<file path="src/rtl/ffha_pkg.sv">
// shared types and constants for the first-fit heap allocator
package ffha_pkg;

   localparam int HEAP_WORDS_DEF  = 4096;
   localparam int HEADER_WORDS    = 3;
   localparam int MIN_SPLIT_DEF   = 1;
   localparam int QUEUE_DEPTH     = 2;

   localparam logic [1:0] ST_OK       = 2'd0;
   localparam logic [1:0] ST_FAIL     = 2'd1;
   localparam logic [1:0] ST_BAD_FREE = 2'd2;

   localparam logic ACT_ALLOC = 1'b0;
   localparam logic ACT_FREE  = 1'b1;

   // classified request handed from front to back
   typedef struct packed {
      logic        is_free;
      logic        is_null;    // result known without touching the heap
      logic [1:0]  null_status;
      logic [15:0] words;      // allocation size in words
      logic [31:0] off_words;  // free: word offset of data from base
   } cmd_type;

endpackage

</file>
<file path="src/rtl/ffha_front.sv">
// request intake: decodes and classifies each request into a command
module ffha_front (
   input  logic                clock,
   input  logic                reset,
   input  logic                req_tvalid,
   output logic                req_tready,
   input  logic                req_tuser,
   input  logic [47:0]         req_tdata,
   input  logic [31:0]         base,
   output logic                cmd_valid,
   input  logic                cmd_ready,
   output ffha_pkg::cmd_type   cmd
);
   logic        action;
   logic [15:0] size_bytes;
   logic [31:0] addr_in;
   logic [31:0] off;
   logic [16:0] words_wide;
   ffha_pkg::cmd_type cmd_in;

   assign action     = req_tuser;
   assign size_bytes = req_tdata[15:0];
   assign addr_in    = req_tdata[47:16];
   assign off        = addr_in - base;
   assign words_wide = ({1'b0, size_bytes} + 17'd7) >> 3;

   always_comb begin
      cmd_in             = '0;
      cmd_in.is_free     = (action == ffha_pkg::ACT_FREE);
      cmd_in.words       = words_wide[15:0];
      cmd_in.off_words   = {3'b000, off[31:3]};
      cmd_in.null_status = ffha_pkg::ST_OK;
      if (action == ffha_pkg::ACT_ALLOC) begin
         if (size_bytes == 16'd0) begin
            cmd_in.is_null     = 1'b1;
            cmd_in.null_status = ffha_pkg::ST_FAIL;
         end
      end else if (addr_in == 32'd0) begin
         cmd_in.is_null = 1'b1;
      end else if (off[2:0] != 3'd0) begin
         cmd_in.is_null     = 1'b1;
         cmd_in.null_status = ffha_pkg::ST_BAD_FREE;
      end
   end

   // small fifo between the two halves
   ffha_pkg::cmd_type q_ff [ffha_pkg::QUEUE_DEPTH];
   logic [$clog2(ffha_pkg::QUEUE_DEPTH)-1:0] wp_ff, rp_ff;
   logic [$clog2(ffha_pkg::QUEUE_DEPTH):0]   cnt_ff;
   logic push, pop;

   assign req_tready = (cnt_ff != ($clog2(ffha_pkg::QUEUE_DEPTH)+1)'(ffha_pkg::QUEUE_DEPTH));
   assign push       = req_tvalid && req_tready;
   assign cmd_valid  = (cnt_ff != '0);
   assign pop        = cmd_valid && cmd_ready;
   assign cmd        = q_ff[rp_ff];

   always_ff @(posedge clock) begin
      if (push) q_ff[wp_ff] <= cmd_in;
      if (reset) begin
         wp_ff  <= '0;
         rp_ff  <= '0;
         cnt_ff <= '0;
      end else begin
         if (push) wp_ff <= wp_ff + 1'b1;
         if (pop)  rp_ff <= rp_ff + 1'b1;
         cnt_ff <= cnt_ff + {{$clog2(ffha_pkg::QUEUE_DEPTH){1'b0}}, push}
                          - {{$clog2(ffha_pkg::QUEUE_DEPTH){1'b0}}, pop};
      end
   end

   assert property (@(posedge clock) disable iff (reset)
      cnt_ff <= ($clog2(ffha_pkg::QUEUE_DEPTH)+1)'(ffha_pkg::QUEUE_DEPTH))
      else $error("queue overflow");
   assert property (@(posedge clock) disable iff (reset)
      (cnt_ff == '0) |-> (wp_ff == rp_ff))
      else $error("queue pointers disagree with empty count");
endmodule

</file>
<file path="config.mk">
export PLATFORM = sky130hd
export DESIGN_NAME = ffha_front
export DESIGN_NICKNAME = d
export VERILOG_FILES = /design/src/rtl/ffha_pkg.sv /design/src/rtl/ffha_front.sv
export SDC_FILE = /design/constraint.sdc
export NUM_CORES = 1
export LEC_CHECK = 0
export ABC_AREA = 1
export BUFFER_PORTS_ARGS = -buffer_cell sky130_fd_sc_hd__buf_2
export CORE_ASPECT_RATIO = 1.75
export CORE_MARGIN = 3
export CORE_UTILIZATION = 56
export CTS_CLUSTER_DIAMETER = 200
export DETAILED_ROUTE_END_ITERATION = 10
export PLACE_DENSITY = 0.84
export SYNTH_ARGS = -nofsm -noshare
export SYNTH_HDL_FRONTEND = slang
export SYNTH_SLANG_ARGS = --single-unit
</file>
<file path="constraint.sdc">
create_clock -name clock -period 3.65 [get_ports clock]
set_input_delay 0.73 -clock clock [delete_from_list [all_inputs] [get_ports clock]]
set_output_delay 0.73 -clock clock [all_outputs]
set_load 0.005 [all_outputs]
</file>
======== Yosys cells after proc, flatten, opt, wreduce, memory -nomap -nowiden ========
Memories as Yosys holds them, arrays and structs flattened. A register that Yosys moved wholly into a read port is not among the register bits.
Index checks and enable logic that the tools add are counted.
cells by class
  equality and inequality tests ........... 1
  reductions and logical operators ........ 6
  muxes and demuxes ....................... 9
  $add $sub $neg .......................... 6
operators with widths
  cell                                                             count
  32-bit logical NOT                                               1
  32-bit subtractor                                                1
  16-bit by 3-bit adder with 17-bit output, second input constant  1
  16-bit logical NOT                                               1
  3-bit two-way mux                                                3
  1-bit two-way mux                                                5
  3-bit nonzero test                                               1
  1-bit adder, second input constant                               2
  2-bit by 1-bit adder with 2-bit output                           1
  1-bit logical AND                                                2
  2-bit two-way mux                                                1
  2-bit inequality test, second input constant                     1
  2-bit nonzero test                                               1
  2-bit by 1-bit subtractor with 2-bit output                      1
word-level totals
  logic and storage cells ................. 26
  output and inout bits ................... 54
  bits of input ports ..................... 85
  bits in registers ....................... 4
  bits in writable memories ............... 94
  memories kept ........................... 1
memories
  memory  depth  bits a word  read ports  clocked after memory_dff  write ports  line              source
  q_ff    2      47           1           1                         1            ffha_front.sv:47  ffha_pkg::cmd_type q_ff [ffha_pkg::QUEUE_DEPTH];

======== Logic depth before layout (Yosys ltp) ========
Gate-level depths: netlist (run 1).
  word-level depth ........................ 5
  mapped depth ............................ 13
  depth with buffers taken out ............ 13

======== Worst setup path after synthesis (run 1) ========
Ideal clock, no wire load.
  path type ............................... input to register
  from .................................... input req_tvalid
  to ...................................... memory q_ff[1][0] (netlist name), enable pin
  stages .................................. 2
  setup time .............................. 453 ps
  arrival ................................. 2,819 ps
  buffers on the path ..................... 0
  required time ........................... 3,197 ps
  path slack .............................. 378 ps
  cell sequence ........................... nand2_1 -> nor2_1
on the way
  longest elaborated chain between the ends .. 3
ends and longest elaborated chain
  element                                  line              source
  start: declaration                       ffha_front.sv:5   input logic req_tvalid,
  1-bit logical AND                        ffha_front.sv:53  assign push = req_tvalid && req_tready;
  1-bit two-way mux                        ffha_front.sv:59  if (push) q_ff[wp_ff] <= cmd_in;
  1-bit two-way mux (not written as such)  ffha_front.sv:59
  end: declaration                         ffha_front.sv:47
No other way between the ends.

==> results of run 1 <==
[cells in the mapped netlist (2+ instances only)]
cell,n
xor2_1,19
nand3_1,28
nand3_2,2
nor4_1,3
a21oi_1,25
edfxtp_1,94
ha_1,33
buf_4,5
nor2_1,72
dfxtp_1,5
nor2_2,2
or2_2,2
nor3_1,4
nand2_1,248
inv_1,168
buf_2,5
nand4_1,11
mux2_2,47
xnor2_1,3
nand2_2,13
[stage by stage]
step	setup WS [ns]	area, sq um	hold WS [ns]	total power (W)	utilization
after floorplan	0.3781	6626	0.4544	0.002330	-
after global placement	1.166	7453	0.4671	0.002740	0.6562
after detailed placement	1.088	7453	0.4755	0.002783	0.6562
after CTS	0.9206	7739	0.4847	0.003678	0.6813
after global routing	0.8528	7739	0.5249	0.003863	0.6813
final	0.9781	7739	0.4868	0.003636	0.6813
[per-layer routing]
metal,GRT usage,wire (um),vias to the layer above
met1,0.2382,5249,2461
li1,-,-,2815
met4,0.08472,323,0
met3,0.02810,551,23
met2,0.4471,8333,142
met5,0,0,-
[cells by family (layout without fill, tap and decap cells)]
group / Yosys count / count (layout) / share of synthesized area
AOI/OAI and AO/OA: 28 / 28 / 0.02233
xor gates and xnor gates: 22 / 22 / 0.02915
adders and majority gates: 34 / 34 / 0.06548
buffers and inverters: 179 / 322 / 0.1054
DFF: 99 / 99 / 0.4421
muxes: 47 / 47 / 0.08005
other: 1 / 5 / 0.0005672
and+or+nand+nor: 394 / 394 / 0.2549
[sequential cells by signal, indices dropped and copies added (netlist names), named ones only]
name	count
q_ff	94
cnt_ff	2
rp_ff	1
wp_ff	1
[power by group through the flow]
stage          Clock (W)  Combinational (W)  Sequential (W)
2_1_floorplan          0           0.000763         0.00157
3_3_place_gp           0            0.00115         0.00159
3_5_place_dp           0            0.00118         0.00160
4_1_cts         0.000914            0.00118         0.00158
5_1_grt         0.000959            0.00130         0.00160
6_report        0.000895            0.00117         0.00158
[final cells by class]
| class | count | share of cell area |
|---|---|---|
| multi-input combinational | 530 | 0.3905 |
| sequential | 99 | 0.3778 |
| timing repair buffer | 137 | 0.09151 |
| inverter | 169 | 0.08197 |
| clock buffer | 10 | 0.02959 |
| tap | 132 | 0.02134 |
| clock inverter | 6 | 0.007276 |
[final timing paths]
path,start,end,slack [ns],cells after the start
hold reg to reg,rp_ff$_SDFFE_PP0P_,register,0.49,2
setup / recovery,register,cmd[10],0.98,3
hold / removal,rp_ff$_SDFFE_PP0P_,register,0.49,2
setup reg to reg,cnt_ff[0]$_SDFF_PP0_,q_ff[0][39]$_DFFE_PP_,1.82,5
[worst reg2reg max path: stages, from the launching register on]
cell and delay, ns:
dfxtp_1 0.35, inv_1 0.06, nand2_1 0.09, nand2_1 0.17
nor2_4 0.58, buf_12 0.27
==> reports/qor.yml, run 1 <==
grt_pass1_wl_mm: 23.39
avgSynthCellArea_sq_um: 8.223
vias: 5441
layout-drive-gt1-share: 0.2397
netlist_area_sq_mm: 0.006611
synth_top_area_frac: 0.4269
crit_chain: "buf_4, mux2_2, buf_2"
synthFlopType: "edfxtp_1"
synth_edf_count: 94
clk_transition_reported_paths_ns: 0.06
rows: 51
clock-root-buffer: "clkbuf_16"
netlist_instances: 804
internal-power_w: 0.002548
final_cells: 1083
slew_violations: 0
die_y_um: 149.7
clock-sinks: 99
n_fill_cell: 953
period_share: 0.7320
hp-class: "reg2reg"
dieArea_sq_mm: 0.01320
yosys.area.top_type: "edfxtp_1"
clock-skew-final_ns: 0.003244
ys_types: 35
antenna_found_initial: 0
power_frac_clock: 0.246
seq_area_sq_mm: 0.002924
crit_type: "reg2out"
ys_seq_area_frac: 0.4421
post-route-drc-count: 0
worst_slew_pin_slew_ns: 0.6944
max-vdd-ir-drop_uv: 263.9
dieWidth_um: 88.14
crit_family: "flip-flops"
max_freq_mhz: 374.3
switching_share: 0.2992
cts_tree: "built"
diodes: 0
ctsResizeCount: 0
setup.worst_path.end_class: "output pin"
synth_seq_cells: 99
cp-start-kind: "register"
nets: 1065
yosysWarnings: 0
seqPwrFrac: 0.433
cts_buffers: 9
period_minus_slack_ns: 2.672
vias_per_cell: 5.024
grt_max_degree: 26
netlist_top_cells_area: "edfxtp_1, nand2_1, inv_1"
crit_required_ns: 2.92
final_common_cell: "nand2_1"
drt_iter0_drc: 231
hold_violations: 0
start_util: 0.5821
p_leak_nw: 4.048
final_cell_mix: "nand2_1, inv_1, buf_2"
cp_slowest_cell: "dfxtp_2"
clk_latency_ns: 0.33
clockBufferDepth: 2
slowest_delay_ns: 0.65
tns_ns: 0
ant_nets: 0
grt_overflow: 0
ys_async_sr_fraction: 0
ios: 139
combinationalPowerShare: 0.321
dp_cells: 1067
path_max_fanout: 25
cts_setup_buffers: 0
place_congestion: 0.9597
powerDensity_mw_per_mm2: 469.9
grt_pass1_vias: 5356
dpl.hpwl_mm: 12.13
status: "finished, final reports clean"
arrival_ns: 1.94
hold_buffers: 0
track_usage: 0.2282
rsz0062_at_grt: "no"
drtPass1Iterations: 5
worst-path-buf-inv: 2
slew_headroom: 0.5360
multi_input_area_sq_mm: 0.003022
area_growth_pct: 17.05
wl_per_cell_um: 13.35
fp.coreArea_sq_mm: 0.01136
p_sw_w: 0.001088
finalSetupViolCount: 0
wl_mm: 14.46
io_buffers: 133
drv_cap: 0
htreeDepth: 3
No activity file was read; power rests on OpenSTA's default activity.
==> inputs of run 2 (changes only) <==
CORE_UTILIZATION = 50   (was 56)
PLACE_DENSITY = 0.8   (was 0.84)
clock period = 2.25 ns   (was 3.65 ns; I/O delays follow)
==> run 2 against run 1 <==
Against the previous run:
- cell area is 1.7% higher
- power is 69% higher
- sequential power is 59% higher
- critical endpoint is now cmd[17]
- largest power group unchanged
- highest routed layer unchanged
==> reports/qor.yml, run 2 (same netlist as run 1, synthesis figures left out) <==
met1Wirelength_mm: 5.080
dp_cells: 1109
fp.coreArea_sq_mm: 0.01294
final_cell_mix: "nand2_1, inv_1, buf_2"
status: "finished, final reports clean"
diodes: 0
grt_pass1_vias: 5225
dieWidth_um: 92.93
dpl.hpwl_mm: 12.21
largest_register_ffs: 94
grt_max_degree: 48
max_freq_mhz: 514.3
final_cells: 1125
drt_iter0_drc: 179
r2r_start: "cnt_ff[0]$_SDFF_PP0_"
arrival_ns: 1.49
clk_transition_reported_paths_ns: 0.07
worst-path-buf-inv: 2
dieArea_sq_mm: 0.01469
grt_overflow: 0
clock-sinks: 99
area_growth_pct: 19.00
setup.worst_path.end_class: "output pin"
timing.rr.end: "cnt_ff[1]$_SDFF_PP0_"
place_ws_ns: 0.03344
met3WireLength_um: 592
ios: 139
wl_mm: 14.50
rrSetupSlack_ns: 0.57
drv_cap: 0
cts_setup_buffers: 0
finalSetupViolCount: 0
tns_ns: 0
seqPwrFrac: 0.408
place_congestion: 0.9412
drtPass1Iterations: 5
p_leak_nw: 4.082
top_layer: "met4"
wl_per_cell_um: 12.89
r2r_cells: 9
die_y_um: 158.1
nets: 1068
power_frac_clock: 0.276
grt_pass1_wl_mm: 23.38
cp_slowest_cell: "mux2_2"
hold_violations: 0
io_buffers: 133
cts_buffers: 9
vias: 5428
vias_per_cell: 4.825
combinationalPowerShare: 0.316
final_common_cell: "nand2_1"
ant_nets: 0
p_sw_w: 0.001773
crit_type: "reg2out"
clockBufferDepth: 2
cp-start-kind: "register"
clock-root-buffer: "clkbuf_16"
clock-skew-final_ns: 0.007351
start_util: 0.5110
period_minus_slack_ns: 1.944
hold_buffers: 0
antenna_found_initial: 0
hp-class: "in2reg"
hp-start: "reset"
switching_share: 0.2881
path_max_fanout: 23
endpoint: "cmd[17]"
largestRegisters: "q_ff: 94 flops, cnt_ff: 2 flops"
finalWorstSetupSlack_ns: 0.3057
powerDensity_mw_per_mm2: 782.4
crit_cells: 3
ctsResizeCount: 0
max-vdd-ir-drop_uv: 417.2
crit_required_ns: 1.80
internal-power_w: 0.004382
cts_tree: "built"
rsz0062_at_grt: "no"
period_share: 0.8641
clk_latency_ns: 0.33
track_usage: 0.2031
slew_violations: 0
crit_family: "buffers and inverters"
route.met2.wl_mm: 8.291
post-route-drc-count: 0
largest-register: "q_ff"
htreeDepth: 3
crit_chain: "buf_4, mux2_2, buf_2"
slowest_delay_ns: 0.41
layout-drive-gt1-share: 0.2432
rows: 55
[run 2: cell types whose count changed in the layout (fill, tap and decap cells not counted), sizes merged]
cell | previous run | this run
buf | 137 | 140
bufinv | 1 | 3
clkinv | 4 | 1
clkinvlp | 1 | 2
[run 2: worst min path at each step]
stage	endpoint	slack (ns)	cells past startpoint
3_5_place_dp	rp_ff$_SDFFE_PP0P_	0.48	2
3_3_place_gp	rp_ff$_SDFFE_PP0P_	0.47	2
5_1_grt	cnt_ff[0]$_SDFF_PP0_	0.34	2
2_1_floorplan	register	0.45	2
6_report	register	0.34	2
4_1_cts	register	0.32	2
[run 2: stage by stage]
step	total power [W]	hold slack, ns	area [sq um]	utilization
2_1_floorplan	0.003774	0.4544	6631	-
3_3_place_gp	0.004472	0.4688	7525	0.5816
3_5_place_dp	0.004532	0.4803	7525	0.5816
4_1_cts	0.006234	0.3239	7868	0.6081
5_1_grt	0.006526	0.3405	7868	0.6081
6_report	0.006155	0.3389	7868	0.6081
[run 2: per-layer routing]
| layer | up-vias | global-route usage |
|---|---|---|
| met2 | 132 | 0.4056 |
| li1 | 2818 | - |
| met5 | - | 0 |
| met3 | 29 | 0.01997 |
| met1 | 2449 | 0.2049 |
| met4 | 0 | 0.09713 |
[run 2: layout make-up]
type	count	area, sq um
clock buffer	10	229.0
clock inverter	6	113.9
fill	1165	5070
inverter	169	634.4
multi-input combinational	530	3022
sequential	99	2924
tap	171	214.0
timing repair buffer	140	730.7
[run 2: power groups by stage]
stage | Sequential, W | Clock, W | Combinational [W]
floorplan | 0.00253 | 0 | 0.00124
global placement | 0.00253 | 0 | 0.00194
detailed placement | 0.00256 | 0 | 0.00198
CTS | 0.00252 | 0.00173 | 0.00199
global route | 0.00254 | 0.00181 | 0.00218
finish | 0.00251 | 0.00170 | 0.00194
[run 2: worst register-to-register path: stages (launching register included)]
cell	delay [ns]
dfxtp_1	0.35
inv_1	0.06
nand2_1	0.09
nand2_1	0.16
ha_1	0.33
inv_1	0.04
ha_1	0.17
xnor2_1	0.19
nand2_1	0.06
nor3b_1	0.13
==> inputs of run 3 (changes only) <==
GPL_TIMING_DRIVEN = 0   (was unset)
==> run 3 against run 2 <==
Against the previous run:
- clock skew shrank 0.0014 ns
- register-to-register slack lost 0.08 ns
- critical path depth grew 1
- via count is 0.28% higher
- largest cell class unchanged
- highest routed layer unchanged
==> reports/qor.yml, run 3 (same netlist as run 1, synthesis figures left out) <==
slowest_delay_ns: 0.37
drtPass1Iterations: 5
die_y_um: 158.1
rsz0062_at_grt: "no"
period_share: 0.9255
r2r_cells: 5
final_cells: 1128
start_util: 0.5110
clk_latency_ns: 0.33
path_common_cell: "clkbuf_4"
p_leak_nw: 4.098
cts_buffers: 9
tns_ns: 0
dp_cells: 1114
met1Wirelength_mm: 5.190
crit_cells: 4
powerDensity_mw_per_mm2: 763.9
grt_pass1_wl_mm: 22.97
place_congestion: 0.9062
vias_per_cell: 4.825
grt_max_degree: 30
antenna_found_initial: 0
dieWidth_um: 92.93
post-route-util: 0.6082
wl_mm: 14.36
post-route-drc-count: 0
hp-class: "in2reg"
grt_pass1_vias: 5299
htreeDepth: 3
ant_nets: 0
worst_slew_pin_slew_ns: 0.6255
whs_path_depth: 2
drv_cap: 0
worst-path-buf-inv: 3
io_buffers: 133
drt_iter0_drc: 225
top_layer: "met4"
clock-sinks: 99
seq_area_sq_mm: 0.002923
grt_overflow: 0
cp_slowest_cell: "mux2_2"
period_minus_slack_ns: 2.082
route.met2.wl_mm: 8.287
slew_violations: 0
multi_input_area_sq_mm: 0.003022
hold_slack_ns: 0.3330
slew_headroom: 0.5820
dieArea_sq_mm: 0.01469
clockBufferDepth: 2
clk_transition_reported_paths_ns: 0.06
fp.coreArea_sq_mm: 0.01294
met3WireLength_um: 464
dpl.hpwl_mm: 12.20
final_cell_mix: "nand2_1, inv_1, buf_2"
crit_chain: "clkbuf_4, clkbuf_4, mux2_2, buf_2"
layout-drive-gt1-share: 0.2435
area_growth_pct: 19.02
rows: 55
finalPower_w: 0.006011
setup.worst_path.end_class: "output pin"
track_usage: 0.1993
cp-start-kind: "register"
max_freq_mhz: 480.2
vias: 5443
clock-skew-final_ns: 0.005973
hold_buffers: 0
largest-register: "q_ff"
ios: 139
wl_per_cell_um: 12.73
path_max_fanout: 10
largestRegisters: "q_ff: 94 flops, cnt_ff: 2 flops"
clock-root-buffer: "clkbuf_16"
rrSetupSlack_ns: 0.49
finalSetupViolCount: 0
nets: 1073
final_common_cell: "nand2_1"
largest_register_ffs: 94
status: "finished, final reports clean"
crit_type: "reg2out"
n_fill_cell: 1231
arrival_ns: 1.63
hold_violations: 0
cts_tree: "built"
crit_family: "buffers and inverters"
crit_required_ns: 1.80
diodes: 0
max-vdd-ir-drop_uv: 371.3
run 3: final timing paths:
path / startpoint / endpoint
setup reg to reg: cnt_ff[0]$_SDFF_PP0_ / q_ff[1][13]$_DFFE_PP_
hold / removal: reset / cnt_ff[0]$_SDFF_PP0_
setup / recovery: register / cmd[49]
hold reg to reg: rp_ff$_SDFFE_PP0P_ / rp_ff$_SDFFE_PP0P_
run 3: repair_timing:
item                       4_1_cts  5_1_grt
gates resized for setup          0        5
setup endpoints to repair        0       30
setup buffers                    0        0
run 3: layout make-up:
cell class	count	share of cell area
clock buffer	11	0.02958
sequential	99	0.3714
timing repair buffer	135	0.08968
inverter	169	0.08062
tap	171	0.02719
buffer	10	0.009222
multi-input combinational	530	0.3840
clock inverter	3	0.008268
run 3: through the flow:
| stage | instance area, sq um | setup WS [ns] |
|---|---|---|
| floorplan | 6631 | 0.01572 |
| global placement | 7511 | -0.6541 |
| detailed placement | 7561 | -0.1169 |
| CTS | 7859 | 0.03434 |
| global route | 7869 | 0.03966 |
| finish | 7869 | 0.1677 |
run 3: layer usage:
metal / GRT usage / up-vias
li1: - / 2821
met1: 0.1917 / 2460
met2: 0.4163 / 130
met3: 0.01997 / 32
met4: 0.07897 / 0
met5: 0 / -
run 3: power breakdown:
group	leakage, nW	switching [W]	internal, W
clock	0.145	0.000565	0.000959
sequential	0.924	0.0000727	0.00244
combinational	3.03	0.00110	0.000876
run 3: worst register-to-register path, delay by kind of cell, from the launching register on:
kind                   cells  cell delay, ns
and+or+nand+nor            3            0.78
buffers and inverters      2            0.33
DFF                        1            0.33
